File: src/rtl/misa_pkg.sv
// Shared constants, codes and types of the mixer input slot allocator.
package misa_pkg;

    // Table geometry.
    localparam int NUM_ENTRIES = 8;
    localparam int NUM_SLOTS   = 8;
    localparam int ENTRY_W     = (NUM_ENTRIES > 1) ? $clog2(NUM_ENTRIES) : 1;
    localparam int CNT_W       = $clog2(NUM_ENTRIES + 1);

    // Field widths.
    localparam int SLOT_W      = 3;
    localparam int STRIDE_W    = 4;
    localparam int MEDIA_W     = 8;
    localparam int TAG_W       = 32;
    localparam int IDX_W       = 8;
    localparam int TIME_W      = 64;
    localparam int OUT_ENTRY_W = 3;
    localparam int STATUS_W    = 2;
    localparam int IN_DATA_W   = 120;
    localparam int OUT_DATA_W  = 8;

    // The stored stride never exceeds the table size or the register range, so a
    // slot's next index never exceeds the larger of its reset value and the last
    // entry plus the widest stride.
    localparam int MAX_STRIDE  = (NUM_ENTRIES < 15) ? NUM_ENTRIES : 15;
    localparam int NEXT_MAX    = ((NUM_ENTRIES - 1 + MAX_STRIDE) > (NUM_SLOTS - 1)) ?
                                 (NUM_ENTRIES - 1 + MAX_STRIDE) : (NUM_SLOTS - 1);
    localparam int NEXT_W      = $clog2(NEXT_MAX + 1);

    // Command codes.
    localparam logic CMD_ALLOC = 1'b0;
    localparam logic CMD_USE   = 1'b1;

    // Result status codes.
    localparam logic [STATUS_W-1:0] STATUS_OK    = 2'd0;
    localparam logic [STATUS_W-1:0] STATUS_RANGE = 2'd1;
    localparam logic [STATUS_W-1:0] STATUS_STALE = 2'd2;

    // Register indexes on the configuration port.
    localparam logic REG_SLOT_STRIDE = 1'b0;
    localparam logic REG_PER_MEDIA   = 1'b1;

    // Control from the sequencer to the oldest-entry scan unit.
    typedef struct packed {
        logic clear;
        logic step;
    } scan_ctrl_t;

    // The entry field carries only the low bits of an entry number.
    function automatic logic [OUT_ENTRY_W-1:0] out_entry(input logic [IDX_W-1:0] value);
        return value[OUT_ENTRY_W-1:0];
    endfunction

endpackage

File: src/rtl/misa_ram.sv
// Generic single-write, single-read RAM with registered read data.
module misa_ram #(
    parameter int WIDTH = 32,
    parameter int DEPTH = 8,
    localparam int ADDR_W = (DEPTH > 1) ? $clog2(DEPTH) : 1
) (
    input  logic              clk,
    input  logic              we,
    input  logic [ADDR_W-1:0] waddr,
    input  logic [WIDTH-1:0]  wdata,
    input  logic [ADDR_W-1:0] raddr,
    output logic [WIDTH-1:0]  rdata
);

    logic [WIDTH-1:0] mem [DEPTH];

    always_ff @(posedge clk)
    begin
        if (we)
        begin
            mem[waddr] <= wdata;
        end
        rdata <= mem[raddr];
    end

endmodule

File: src/rtl/misa_scan.sv
// Oldest-entry scan unit: one shared 64-bit compare stepped over the table.
module misa_scan
    import misa_pkg::*;
(
    input  logic                clk,
    input  logic                rst_n,
    input  scan_ctrl_t          ctrl,
    input  logic [SLOT_W-1:0]   slot,
    input  logic [STRIDE_W-1:0] stride,
    input  logic [TIME_W-1:0]   use_time,
    output logic [ENTRY_W-1:0]  pick
);

    logic [TIME_W-1:0]   oldest_reg;
    logic [TIME_W-1:0]   oldest_next;
    logic [ENTRY_W-1:0]  pick_reg;
    logic [ENTRY_W-1:0]  pick_next;
    logic [STRIDE_W-1:0] phase_reg;
    logic [STRIDE_W-1:0] phase_next;
    logic [ENTRY_W-1:0]  index_reg;
    logic [ENTRY_W-1:0]  index_next;
    logic                congruent;
    logic                take;

    // The phase counter tracks the entry number modulo the stride.
    assign congruent = (STRIDE_W'(slot) == phase_reg);
    // A zero time in the current pick counts as unset and is replaced by any congruent entry.
    assign take      = congruent && ((oldest_reg == '0) || (oldest_reg > use_time));

    always_comb
    begin
        oldest_next = oldest_reg;
        pick_next   = pick_reg;
        phase_next  = phase_reg;
        index_next  = index_reg;
        if (ctrl.clear)
        begin
            oldest_next = '0;
            pick_next   = '0;
            phase_next  = '0;
            index_next  = '0;
        end
        else if (ctrl.step)
        begin
            if (take)
            begin
                oldest_next = use_time;
                pick_next   = index_reg;
            end
            phase_next = (STRIDE_W'(phase_reg + 1'b1) == stride) ? '0 :
                         STRIDE_W'(phase_reg + 1'b1);
            index_next = ENTRY_W'(index_reg + 1'b1);
        end
    end

    always_ff @(posedge clk or negedge rst_n)
    begin
        if (!rst_n)
        begin
            oldest_reg <= '0;
            pick_reg   <= '0;
            phase_reg  <= '0;
            index_reg  <= '0;
        end
        else
        begin
            oldest_reg <= oldest_next;
            pick_reg   <= pick_next;
            phase_reg  <= phase_next;
            index_reg  <= index_next;
        end
    end

    assign pick = pick_reg;

endmodule

File: src/rtl/mixer_input_slot_allocator_unit.sv
// Top level of the mixer input slot allocator: sequencer, tables and ports.
//
// Usage: requests enter on the s_ channel (s_tuser is the command, allocate or
// use) and each request produces exactly one result on the m_ channel. An
// allocate request grants a table entry to a stream slot; a use request checks
// the entry's owner and stamps its use time.
// A direct grant or an out-of-range use passes the decide and finish states
// from acceptance to the result register, an in-range use also passes the
// owner check state, and an allocate that recycles an entry passes the scan,
// drain and recycle states. The scan that picks the entry to recycle reads
// the use-time memory one entry per cycle through a single read port and
// feeds one shared compare, which sets the length of a recycling allocate.
// One request is worked on at a time; a new one is taken only in idle.
// Reset clears the owner and use-time tables through per-entry valid bits,
// sets each slot's next index to its own number, the stride to one and
// per-media mode off; no clearing pass is needed.
// When the receiver stalls, the finished result waits in the output register
// and one more request is accepted and worked on; that request then holds in
// its final state until the output register frees up.
module mixer_input_slot_allocator_unit
    import misa_pkg::*;
(
    input  logic                  clk,
    input  logic                  rst_n,
    // Request channel.
    input  logic                  s_tvalid,
    output logic                  s_tready,
    // s_tdata from bit 0: stream_slot[2:0], media_id[10:3], owner_tag[42:11],
    // entry_index[50:43], time_now[114:51], zero fill [119:115].
    input  logic [IN_DATA_W-1:0]  s_tdata,
    // s_tuser: cmd (0 allocate, 1 use).
    input  logic                  s_tuser,
    // Result channel.
    output logic                  m_tvalid,
    input  logic                  m_tready,
    // m_tdata from bit 0: entry[2:0], status[4:3], recycled[5], zero fill [7:6].
    output logic [OUT_DATA_W-1:0] m_tdata,
    // Configuration port.
    input  logic                  psel,
    input  logic                  penable,
    input  logic                  pwrite,
    input  logic [2:0]            paddr,
    input  logic [31:0]           pwdata,
    output logic [31:0]           prdata,
    output logic                  pready
);

    localparam logic [2:0] ST_IDLE    = 3'd0;
    localparam logic [2:0] ST_DECIDE  = 3'd1;
    localparam logic [2:0] ST_CHECK   = 3'd2;
    localparam logic [2:0] ST_SCAN    = 3'd3;
    localparam logic [2:0] ST_DRAIN   = 3'd4;
    localparam logic [2:0] ST_RECYCLE = 3'd5;
    localparam logic [2:0] ST_FINISH  = 3'd6;

    // Configuration registers.
    logic [STRIDE_W-1:0] stride_reg;
    logic                per_media_reg;
    logic                cfg_we;
    logic [STRIDE_W-1:0] stride_wr;

    // Sequencer and scan counter.
    logic [2:0]       state_reg;
    logic [2:0]       state_next;
    logic [CNT_W-1:0] scan_cnt_reg;
    logic [CNT_W-1:0] scan_cnt_next;
    logic             scan_step_reg;

    // Latched request.
    logic                cmd_reg;
    logic [SLOT_W-1:0]   slot_reg;
    logic [MEDIA_W-1:0]  media_reg;
    logic [TAG_W-1:0]    tag_reg;
    logic [IDX_W-1:0]    idx_reg;
    logic [TIME_W-1:0]   now_reg;
    logic                accept;

    // Result under construction and the output register.
    logic [OUT_ENTRY_W-1:0] res_entry_reg;
    logic [OUT_ENTRY_W-1:0] res_entry_next;
    logic [STATUS_W-1:0]    res_status_reg;
    logic [STATUS_W-1:0]    res_status_next;
    logic                   res_recycled_reg;
    logic                   res_recycled_next;
    logic                   out_valid_reg;
    logic                   out_valid_next;
    logic [OUT_DATA_W-1:0]  out_data_reg;
    logic                   out_load;

    // Per-slot next index.
    logic [NEXT_W-1:0] next_index_reg [NUM_SLOTS];
    logic              nidx_we;
    logic [NEXT_W-1:0] nidx_wdata;

    // Owner and use-time tables with their valid bits.
    logic [NUM_ENTRIES-1:0] owner_vld_reg;
    logic [NUM_ENTRIES-1:0] time_vld_reg;
    logic                   owner_vld_q_reg;
    logic                   time_vld_q_reg;
    logic                   owner_we;
    logic [ENTRY_W-1:0]     owner_waddr;
    logic [TAG_W-1:0]       owner_rdata;
    logic [ENTRY_W-1:0]     owner_raddr;
    logic                   time_we;
    logic [ENTRY_W-1:0]     time_waddr;
    logic [TIME_W-1:0]      time_wdata;
    logic [TIME_W-1:0]      time_rdata;
    logic [ENTRY_W-1:0]     time_raddr;
    logic [TAG_W-1:0]       owner_eff;
    logic [TIME_W-1:0]      time_eff;

    // Allocation decode.
    logic [IDX_W-1:0]   cand;
    logic               cand_direct;
    logic [ENTRY_W-1:0] pick;
    scan_ctrl_t         scan_ctrl;

    // ------------------------------------------------------------------
    // Configuration port. Writes are zero-wait; the stride is stored clamped.
    // ------------------------------------------------------------------
    assign pready    = 1'b1;
    assign cfg_we    = psel && penable && pwrite;
    assign stride_wr = (pwdata[STRIDE_W-1:0] == '0) ? STRIDE_W'(1) :
                       (IDX_W'(pwdata[STRIDE_W-1:0]) > IDX_W'(NUM_ENTRIES)) ?
                       STRIDE_W'(NUM_ENTRIES) : pwdata[STRIDE_W-1:0];

    always_comb
    begin
        unique case (paddr[2])
            REG_SLOT_STRIDE: prdata = 32'(stride_reg);
            REG_PER_MEDIA:   prdata = 32'(per_media_reg);
        endcase
    end

    always_ff @(posedge clk or negedge rst_n)
    begin
        if (!rst_n)
        begin
            stride_reg    <= STRIDE_W'(1);
            per_media_reg <= 1'b0;
        end
        else if (cfg_we)
        begin
            unique case (paddr[2])
                REG_SLOT_STRIDE: stride_reg    <= stride_wr;
                REG_PER_MEDIA:   per_media_reg <= pwdata[0];
            endcase
        end
    end

    // ------------------------------------------------------------------
    // Request intake.
    // ------------------------------------------------------------------
    assign s_tready = (state_reg == ST_IDLE);
    assign accept   = s_tvalid && s_tready;

    always_ff @(posedge clk)
    begin
        if (accept)
        begin
            cmd_reg   <= s_tuser;
            slot_reg  <= s_tdata[2:0];
            media_reg <= s_tdata[10:3];
            tag_reg   <= s_tdata[42:11];
            idx_reg   <= s_tdata[50:43];
            now_reg   <= s_tdata[114:51];
        end
    end

    // ------------------------------------------------------------------
    // Tables. A never-written entry reads as zero through its valid bit.
    // ------------------------------------------------------------------
    misa_ram #(
        .WIDTH (TAG_W),
        .DEPTH (NUM_ENTRIES)
    ) u_owner_ram (
        .clk   (clk),
        .we    (owner_we),
        .waddr (owner_waddr),
        .wdata (tag_reg),
        .raddr (owner_raddr),
        .rdata (owner_rdata)
    );

    misa_ram #(
        .WIDTH (TIME_W),
        .DEPTH (NUM_ENTRIES)
    ) u_time_ram (
        .clk   (clk),
        .we    (time_we),
        .waddr (time_waddr),
        .wdata (time_wdata),
        .raddr (time_raddr),
        .rdata (time_rdata)
    );

    // The owner table is read only by use requests; the time table only by the scan.
    assign owner_raddr = idx_reg[ENTRY_W-1:0];
    assign time_raddr  = scan_cnt_reg[ENTRY_W-1:0];
    assign owner_eff   = owner_vld_q_reg ? owner_rdata : '0;
    assign time_eff    = time_vld_q_reg ? time_rdata : '0;

    // ------------------------------------------------------------------
    // Shared compare unit for the oldest-entry scan.
    // ------------------------------------------------------------------
    misa_scan u_scan (
        .clk      (clk),
        .rst_n    (rst_n),
        .ctrl     (scan_ctrl),
        .slot     (slot_reg),
        .stride   (stride_reg),
        .use_time (time_eff),
        .pick     (pick)
    );

    // ------------------------------------------------------------------
    // Sequencer.
    // ------------------------------------------------------------------
    assign cand        = per_media_reg ? media_reg : IDX_W'(next_index_reg[slot_reg]);
    assign cand_direct = (cand < IDX_W'(NUM_ENTRIES));
    assign out_load    = (state_reg == ST_FINISH) && (!out_valid_reg || m_tready);

    always_comb
    begin
        state_next        = state_reg;
        scan_cnt_next     = scan_cnt_reg;
        res_entry_next    = res_entry_reg;
        res_status_next   = res_status_reg;
        res_recycled_next = res_recycled_reg;
        scan_ctrl         = '0;
        nidx_we           = 1'b0;
        nidx_wdata        = next_index_reg[slot_reg];
        owner_we          = 1'b0;
        owner_waddr       = cand[ENTRY_W-1:0];
        time_we           = 1'b0;
        time_waddr        = idx_reg[ENTRY_W-1:0];
        time_wdata        = now_reg;

        unique case (state_reg)
            ST_IDLE:
            begin
                if (accept)
                begin
                    state_next = ST_DECIDE;
                end
            end
            ST_DECIDE:
            begin
                res_status_next   = STATUS_OK;
                res_recycled_next = 1'b0;
                if (cmd_reg == CMD_ALLOC)
                begin
                    // In slot mode the slot's next index advances by the stride.
                    if (!per_media_reg)
                    begin
                        nidx_we    = 1'b1;
                        nidx_wdata = NEXT_W'(next_index_reg[slot_reg] + stride_reg);
                    end
                    if (cand_direct)
                    begin
                        // A direct grant sets the owner and keeps the use time.
                        owner_we       = 1'b1;
                        res_entry_next = out_entry(cand);
                        state_next     = ST_FINISH;
                    end
                    else
                    begin
                        scan_ctrl.clear = 1'b1;
                        scan_cnt_next   = '0;
                        state_next      = ST_SCAN;
                    end
                end
                else
                begin
                    res_entry_next = out_entry(idx_reg);
                    if (idx_reg >= IDX_W'(NUM_ENTRIES))
                    begin
                        res_status_next = STATUS_RANGE;
                        state_next      = ST_FINISH;
                    end
                    else
                    begin
                        // The owner read is issued this cycle and checked next.
                        state_next = ST_CHECK;
                    end
                end
            end
            ST_CHECK:
            begin
                if (owner_eff == tag_reg)
                begin
                    time_we = 1'b1;
                end
                else
                begin
                    res_status_next = STATUS_STALE;
                end
                state_next = ST_FINISH;
            end
            ST_SCAN:
            begin
                // One time-table read per cycle; the compare of each read follows in the next cycle.
                scan_ctrl.step = scan_step_reg;
                scan_cnt_next  = CNT_W'(scan_cnt_reg + 1'b1);
                if (scan_cnt_reg == CNT_W'(NUM_ENTRIES - 1))
                begin
                    state_next = ST_DRAIN;
                end
            end
            ST_DRAIN:
            begin
                scan_ctrl.step = scan_step_reg;
                state_next     = ST_RECYCLE;
            end
            ST_RECYCLE:
            begin
                // Reclaim the oldest entry and rewind the slot to it.
                owner_we          = 1'b1;
                owner_waddr       = pick;
                time_we           = 1'b1;
                time_waddr        = pick;
                time_wdata        = '0;
                nidx_we           = 1'b1;
                nidx_wdata        = NEXT_W'(pick);
                res_entry_next    = out_entry(IDX_W'(pick));
                res_recycled_next = 1'b1;
                state_next        = ST_FINISH;
            end
            ST_FINISH:
            begin
                if (out_load)
                begin
                    state_next = ST_IDLE;
                end
            end
            default:
            begin
                state_next = ST_IDLE;
            end
        endcase
    end

    // The output register is free once its result has been taken.
    always_comb
    begin
        out_valid_next = out_valid_reg && !m_tready;
        if (out_load)
        begin
            out_valid_next = 1'b1;
        end
    end

    always_ff @(posedge clk or negedge rst_n)
    begin
        if (!rst_n)
        begin
            state_reg     <= ST_IDLE;
            scan_cnt_reg  <= '0;
            scan_step_reg <= 1'b0;
            out_valid_reg <= 1'b0;
            owner_vld_reg <= '0;
            time_vld_reg  <= '0;
            for (int i = 0; i < NUM_SLOTS; i++)
            begin
                next_index_reg[i] <= NEXT_W'(i);
            end
        end
        else
        begin
            state_reg     <= state_next;
            scan_cnt_reg  <= scan_cnt_next;
            scan_step_reg <= (state_reg == ST_SCAN);
            out_valid_reg <= out_valid_next;
            if (owner_we)
            begin
                owner_vld_reg[owner_waddr] <= 1'b1;
            end
            if (time_we)
            begin
                time_vld_reg[time_waddr] <= 1'b1;
            end
            if (nidx_we)
            begin
                next_index_reg[slot_reg] <= nidx_wdata;
            end
        end
    end

    always_ff @(posedge clk)
    begin
        owner_vld_q_reg  <= owner_vld_reg[owner_raddr];
        time_vld_q_reg   <= time_vld_reg[time_raddr];
        res_entry_reg    <= res_entry_next;
        res_status_reg   <= res_status_next;
        res_recycled_reg <= res_recycled_next;
        if (out_load)
        begin
            out_data_reg <= {2'b00, res_recycled_reg, res_status_reg, res_entry_reg};
        end
    end

    assign m_tvalid = out_valid_reg;
    assign m_tdata  = out_data_reg;

endmodule

File: config.mk
export PLATFORM = sky130hd
export DESIGN_NAME = mixer_input_slot_allocator_unit
export DESIGN_NICKNAME = d
export VERILOG_FILES = /design/src/rtl/misa_pkg.sv /design/src/rtl/misa_ram.sv /design/src/rtl/misa_scan.sv /design/src/rtl/mixer_input_slot_allocator_unit.sv
export SDC_FILE = /design/constraint.sdc
export NUM_CORES = 1
export LEC_CHECK = 0
export ABC_AREA = 1
export BUFFER_PORTS_ARGS = -buffer_cell sky130_fd_sc_hd__buf_2
export CAP_MARGIN = 20
export CORE_ASPECT_RATIO = 0.7
export CORE_MARGIN = 4
export CORE_UTILIZATION = 52
export DETAILED_ROUTE_END_ITERATION = 10
export MAX_ROUTING_LAYER = met4
export PLACE_DENSITY = 0.8
export SLEW_MARGIN = 20
export SYNTH_ARGS = -nofsm -noshare
export SYNTH_HDL_FRONTEND = slang
export SYNTH_HIERARCHICAL = 1
export SYNTH_SLANG_ARGS = --single-unit
export TNS_END_PERCENT = 5
File: constraint.sdc
create_clock -name clk -period 16.7 [get_ports clk]
set_clock_uncertainty 0.2 [all_clocks]
set_input_delay 1.67 -clock clk [delete_from_list [all_inputs] [get_ports clk]]
set_output_delay 1.67 -clock clk [all_outputs]
set_load 0.01 [all_outputs]
==> results.py <==
metrics = {
    "placed_design": {
        "io_buffer_count": 139,
        "place_area_um2": 51800,
        "finalWeightedCongestion": 0.850,
        "hpwl_um": 60800,
    },
    "cts": {
        "clock-sinks": 1130,
        "htree_levels": 3,
        "clock_latency_ps": 710,
        "clockBufferDepth": 3,
        "ctsHoldBuffers": 0,
        "ctsResizeCount": 0,
        "clockRootBuffer": "clkbuf_16",
        "numCtsBuffers": 104,
        "post_cts_buffers": 0,
        "path_clk_slew_ps": 60,
        "cts_tree": "built",
    },
    "sta": {
        "clock.fmax_mhz": 202,
        "finalHoldViolCount": 0,
        "fin_crit_sh_pct": 29.7,
        "max_slew_margin_pct": 23.7,
        "worst_pin_slew_ps": 1140,
        "tns_ps": 0,
        "finalMaxSlewViolations": 0,
        "final.min_clock_period_ps": 4950,
        "setup_viol": 0,
        "rsz0062_at_grt": "false",
    },
    "critical_path": {
        "arrival_ps": 5060,
        "cp_max_fo": 45,
        "worstPathRequired_ps": 16800,
        "start_kind": "flop",
        "end_kind": "flop",
        "criticalPathCategory": "flop to flop",
    },
    "yosys": {
        "yosysSeqAreaShare_pct": 64.0,
        "async_flop_share_pct": 12.0,
        "synth_warnings": 6,
        "syn-cell-area_um2": 50400,
        "synth_edf_count": 896,
        "ys_ff_latch": 1130,
        "synth_area_leaders": "edfxtp_1 (53%), nand2_1 (13%), inv_1 (7.8%), dfrtp_1 (6.1%), nand3_1 (4.7%)",
        "yosysTopAreaCellShare_pct": 53.4,
        "synth_largest_area_cell": "edfxtp_1",
        "avgSynthCellArea_um2": 9.70,
        "synth_ff_type": "edfxtp_1",
        "synth.distinct_cells": 54,
        "syn_inst": 5199,
    },
    "final_layout": {
        "reg_top3": "u_time_ram/mem: 512 flops, u_owner_ram/mem: 256 flops",
        "drive_above_1_share_pct": 8.96,
        "largest_reg_flops": 512,
        "multi_input_area_um2": 12800,
        "final.fill_count": 7523,
        "fin_area_um2": 55500,
        "final_nets": 5510,
        "top_register": "u_time_ram/mem",
        "register_area_um2": 32300,
        "final_common_cell": "nand2_1",
        "final_cell_mix": "nand2_1 (1787), inv_1 (1051), edfxtp_1 (896)",
        "area_delta_synth_final_pct": 9.97,
    },
    "detailed_routing": {
        "dr.pass1.iters": 7,
        "avgRoutedWirePerCell_um": 16.8,
        "first_iter_violations": 3174,
        "routed_wl_um": 111000,
        "vias_per_cell": 5.16,
        "drc": 0,
        "ant_nets": 0,
        "dr_total_vias": 34208,
    },
    "pwr": {
        "vdd_drop_max_mv": 0.460,
        "power_density_nw_per_um2": 158,
        "power.leakage_nw": 26.2,
    },
    "global_route": {
        "grt_max_degree": 117,
        "antenna_found_initial": 2,
        "grt_pass1_vias": 33345,
        "overflow": 0,
        "grt_usage_pct": 22.0,
        "grt_pass1_wl_um": 174000,
    },
    "floorplan": {
        "core_area_um2": 96000,
        "rows": 95,
        "die_width_um": 380,
        "die_area_um2": 102000,
        "ios": 206,
        "initial_core_util_pct": 52.5,
        "die_h_um": 269,
    },
    "hold_path": {
        "hold_path_class": "flop to flop",
    },
    "status": {
        "status": "finished, final reports clean",
    },
    "run": {
        "maxCapViolCount": 0,
    },
}
-- cell usage after synthesis, types with 4 or more instances --
cell and n:
or2_2 6, nor2_1 93, clkbuf_1 32, buf_1 15
nor2_2 6, edfxtp_1 896, nand2_2 11, dfxtp_1 98
buf_4 62, xnor2_1 6, nor3_1 8, nand4_1 98
a21oi_1 50, nand3b_1 8, nor3_2 7, nand3_2 31
nor4_1 12, o22ai_1 5, nand2_1 1787, ha_1 70
xor2_1 18, inv_2 24, o21ai_2 4, o21ai_0 28
o21ai_1 4, buf_2 98, dfstp_2 13, buf_6 29
nand3_1 469, inv_1 1053, dfrtp_1 123
-- per-stage QoR --
step                      worst slack (ps)  utilization, %  hold slack, ps  power [W]  instances
after detailed placement             11870            53.9             206    0.00623       6429
after global placement               11900            53.9             209    0.00616       6429
final                                11750            57.7             223    0.00874       6630
after floorplan                       6260               -             200    0.00561       5228
after global routing                 11610            57.7             224    0.00921       6630
after CTS                            11770            57.7             221    0.00876       6626
-- metal layers --
| metal | vias to the layer above | GRT usage, % | share of wire (%) |
|---|---|---|---|
| met5 | - | - | 0 |
| met4 | 0 | 8.46 | 3.3 |
| met3 | 274 | 3.84 | 8.0 |
| met2 | 1337 | 35.5 | 47 |
| met1 | 16175 | 28.2 | 42 |
| li1 | 16422 | - | - |
-- where the power goes --
part | total, W | internal, W | switching (W) | leakage, nW
clock network | 0.00250 | 0.00145 | 0.00105 | 1.77
registers | 0.00373 | 0.00353 | 0.000196 | 10.7
logic | 0.00251 | 0.000641 | 0.00187 | 13.7
-- kinds of logic (layout without fill, tap and decap cells) --
kind of cell | after synthesis | count (layout) | synth area share, %
AOI/OAI and AO/OA | 109 | 109 | 1.26
xor gates and xnor gates | 24 | 24 | 0.417
and+or+nand+nor | 2544 | 2544 | 21.4
buffers and inverters | 1319 | 1458 | 11.1
adders and majority gates | 71 | 71 | 1.78
other | 2 | 33 | 0.0149
DFF | 1130 | 1130 | 64.0
-- cell type report --
| cell class | instances | share of cell area [%] |
|---|---|---|
| inverters | 1078 | 7.32 |
| flip-flops and latches | 1130 | 58.2 |
| well taps | 1261 | 2.85 |
| clock inverters | 58 | 1.34 |
| diodes | 2 | 0.00903 |
| clock buffers | 139 | 5.24 |
| multi-input cells | 2779 | 23.1 |
| repair buffers | 183 | 1.93 |
-- path summary, 6_finish.rpt --
check,from,to,slack [ps],depth (start not counted)
max in group asynchronous,rst_n,u_scan/oldest_reg[59],14060,2
worst min register to register,res_status_reg[0],m_tdata[3],220,0
worst max register to register,owner_vld_q_reg,u_time_ram/mem[5][57],11750,12
worst min-delay path,res_status_reg[0],m_tdata[3],220,0
worst max-delay path,owner_vld_q_reg,u_time_ram/mem[5][57],11750,12
min in group asynchronous,rst_n,next_index_reg[25],800,1
-- critical path, stage by stage, from the launching register on --
cell,delay [ps]
dfxtp_1,310
buf_4,430
nand2_1,160
xor2_1,190
nand2_1,80
nor2_1,110
nand2_1,100
nor2_1,220
nand2_1,260
o21ai_0,380
nand2_1,330
nor2_4,970
buf_4,750
Power figures use the tool's default switching activity.
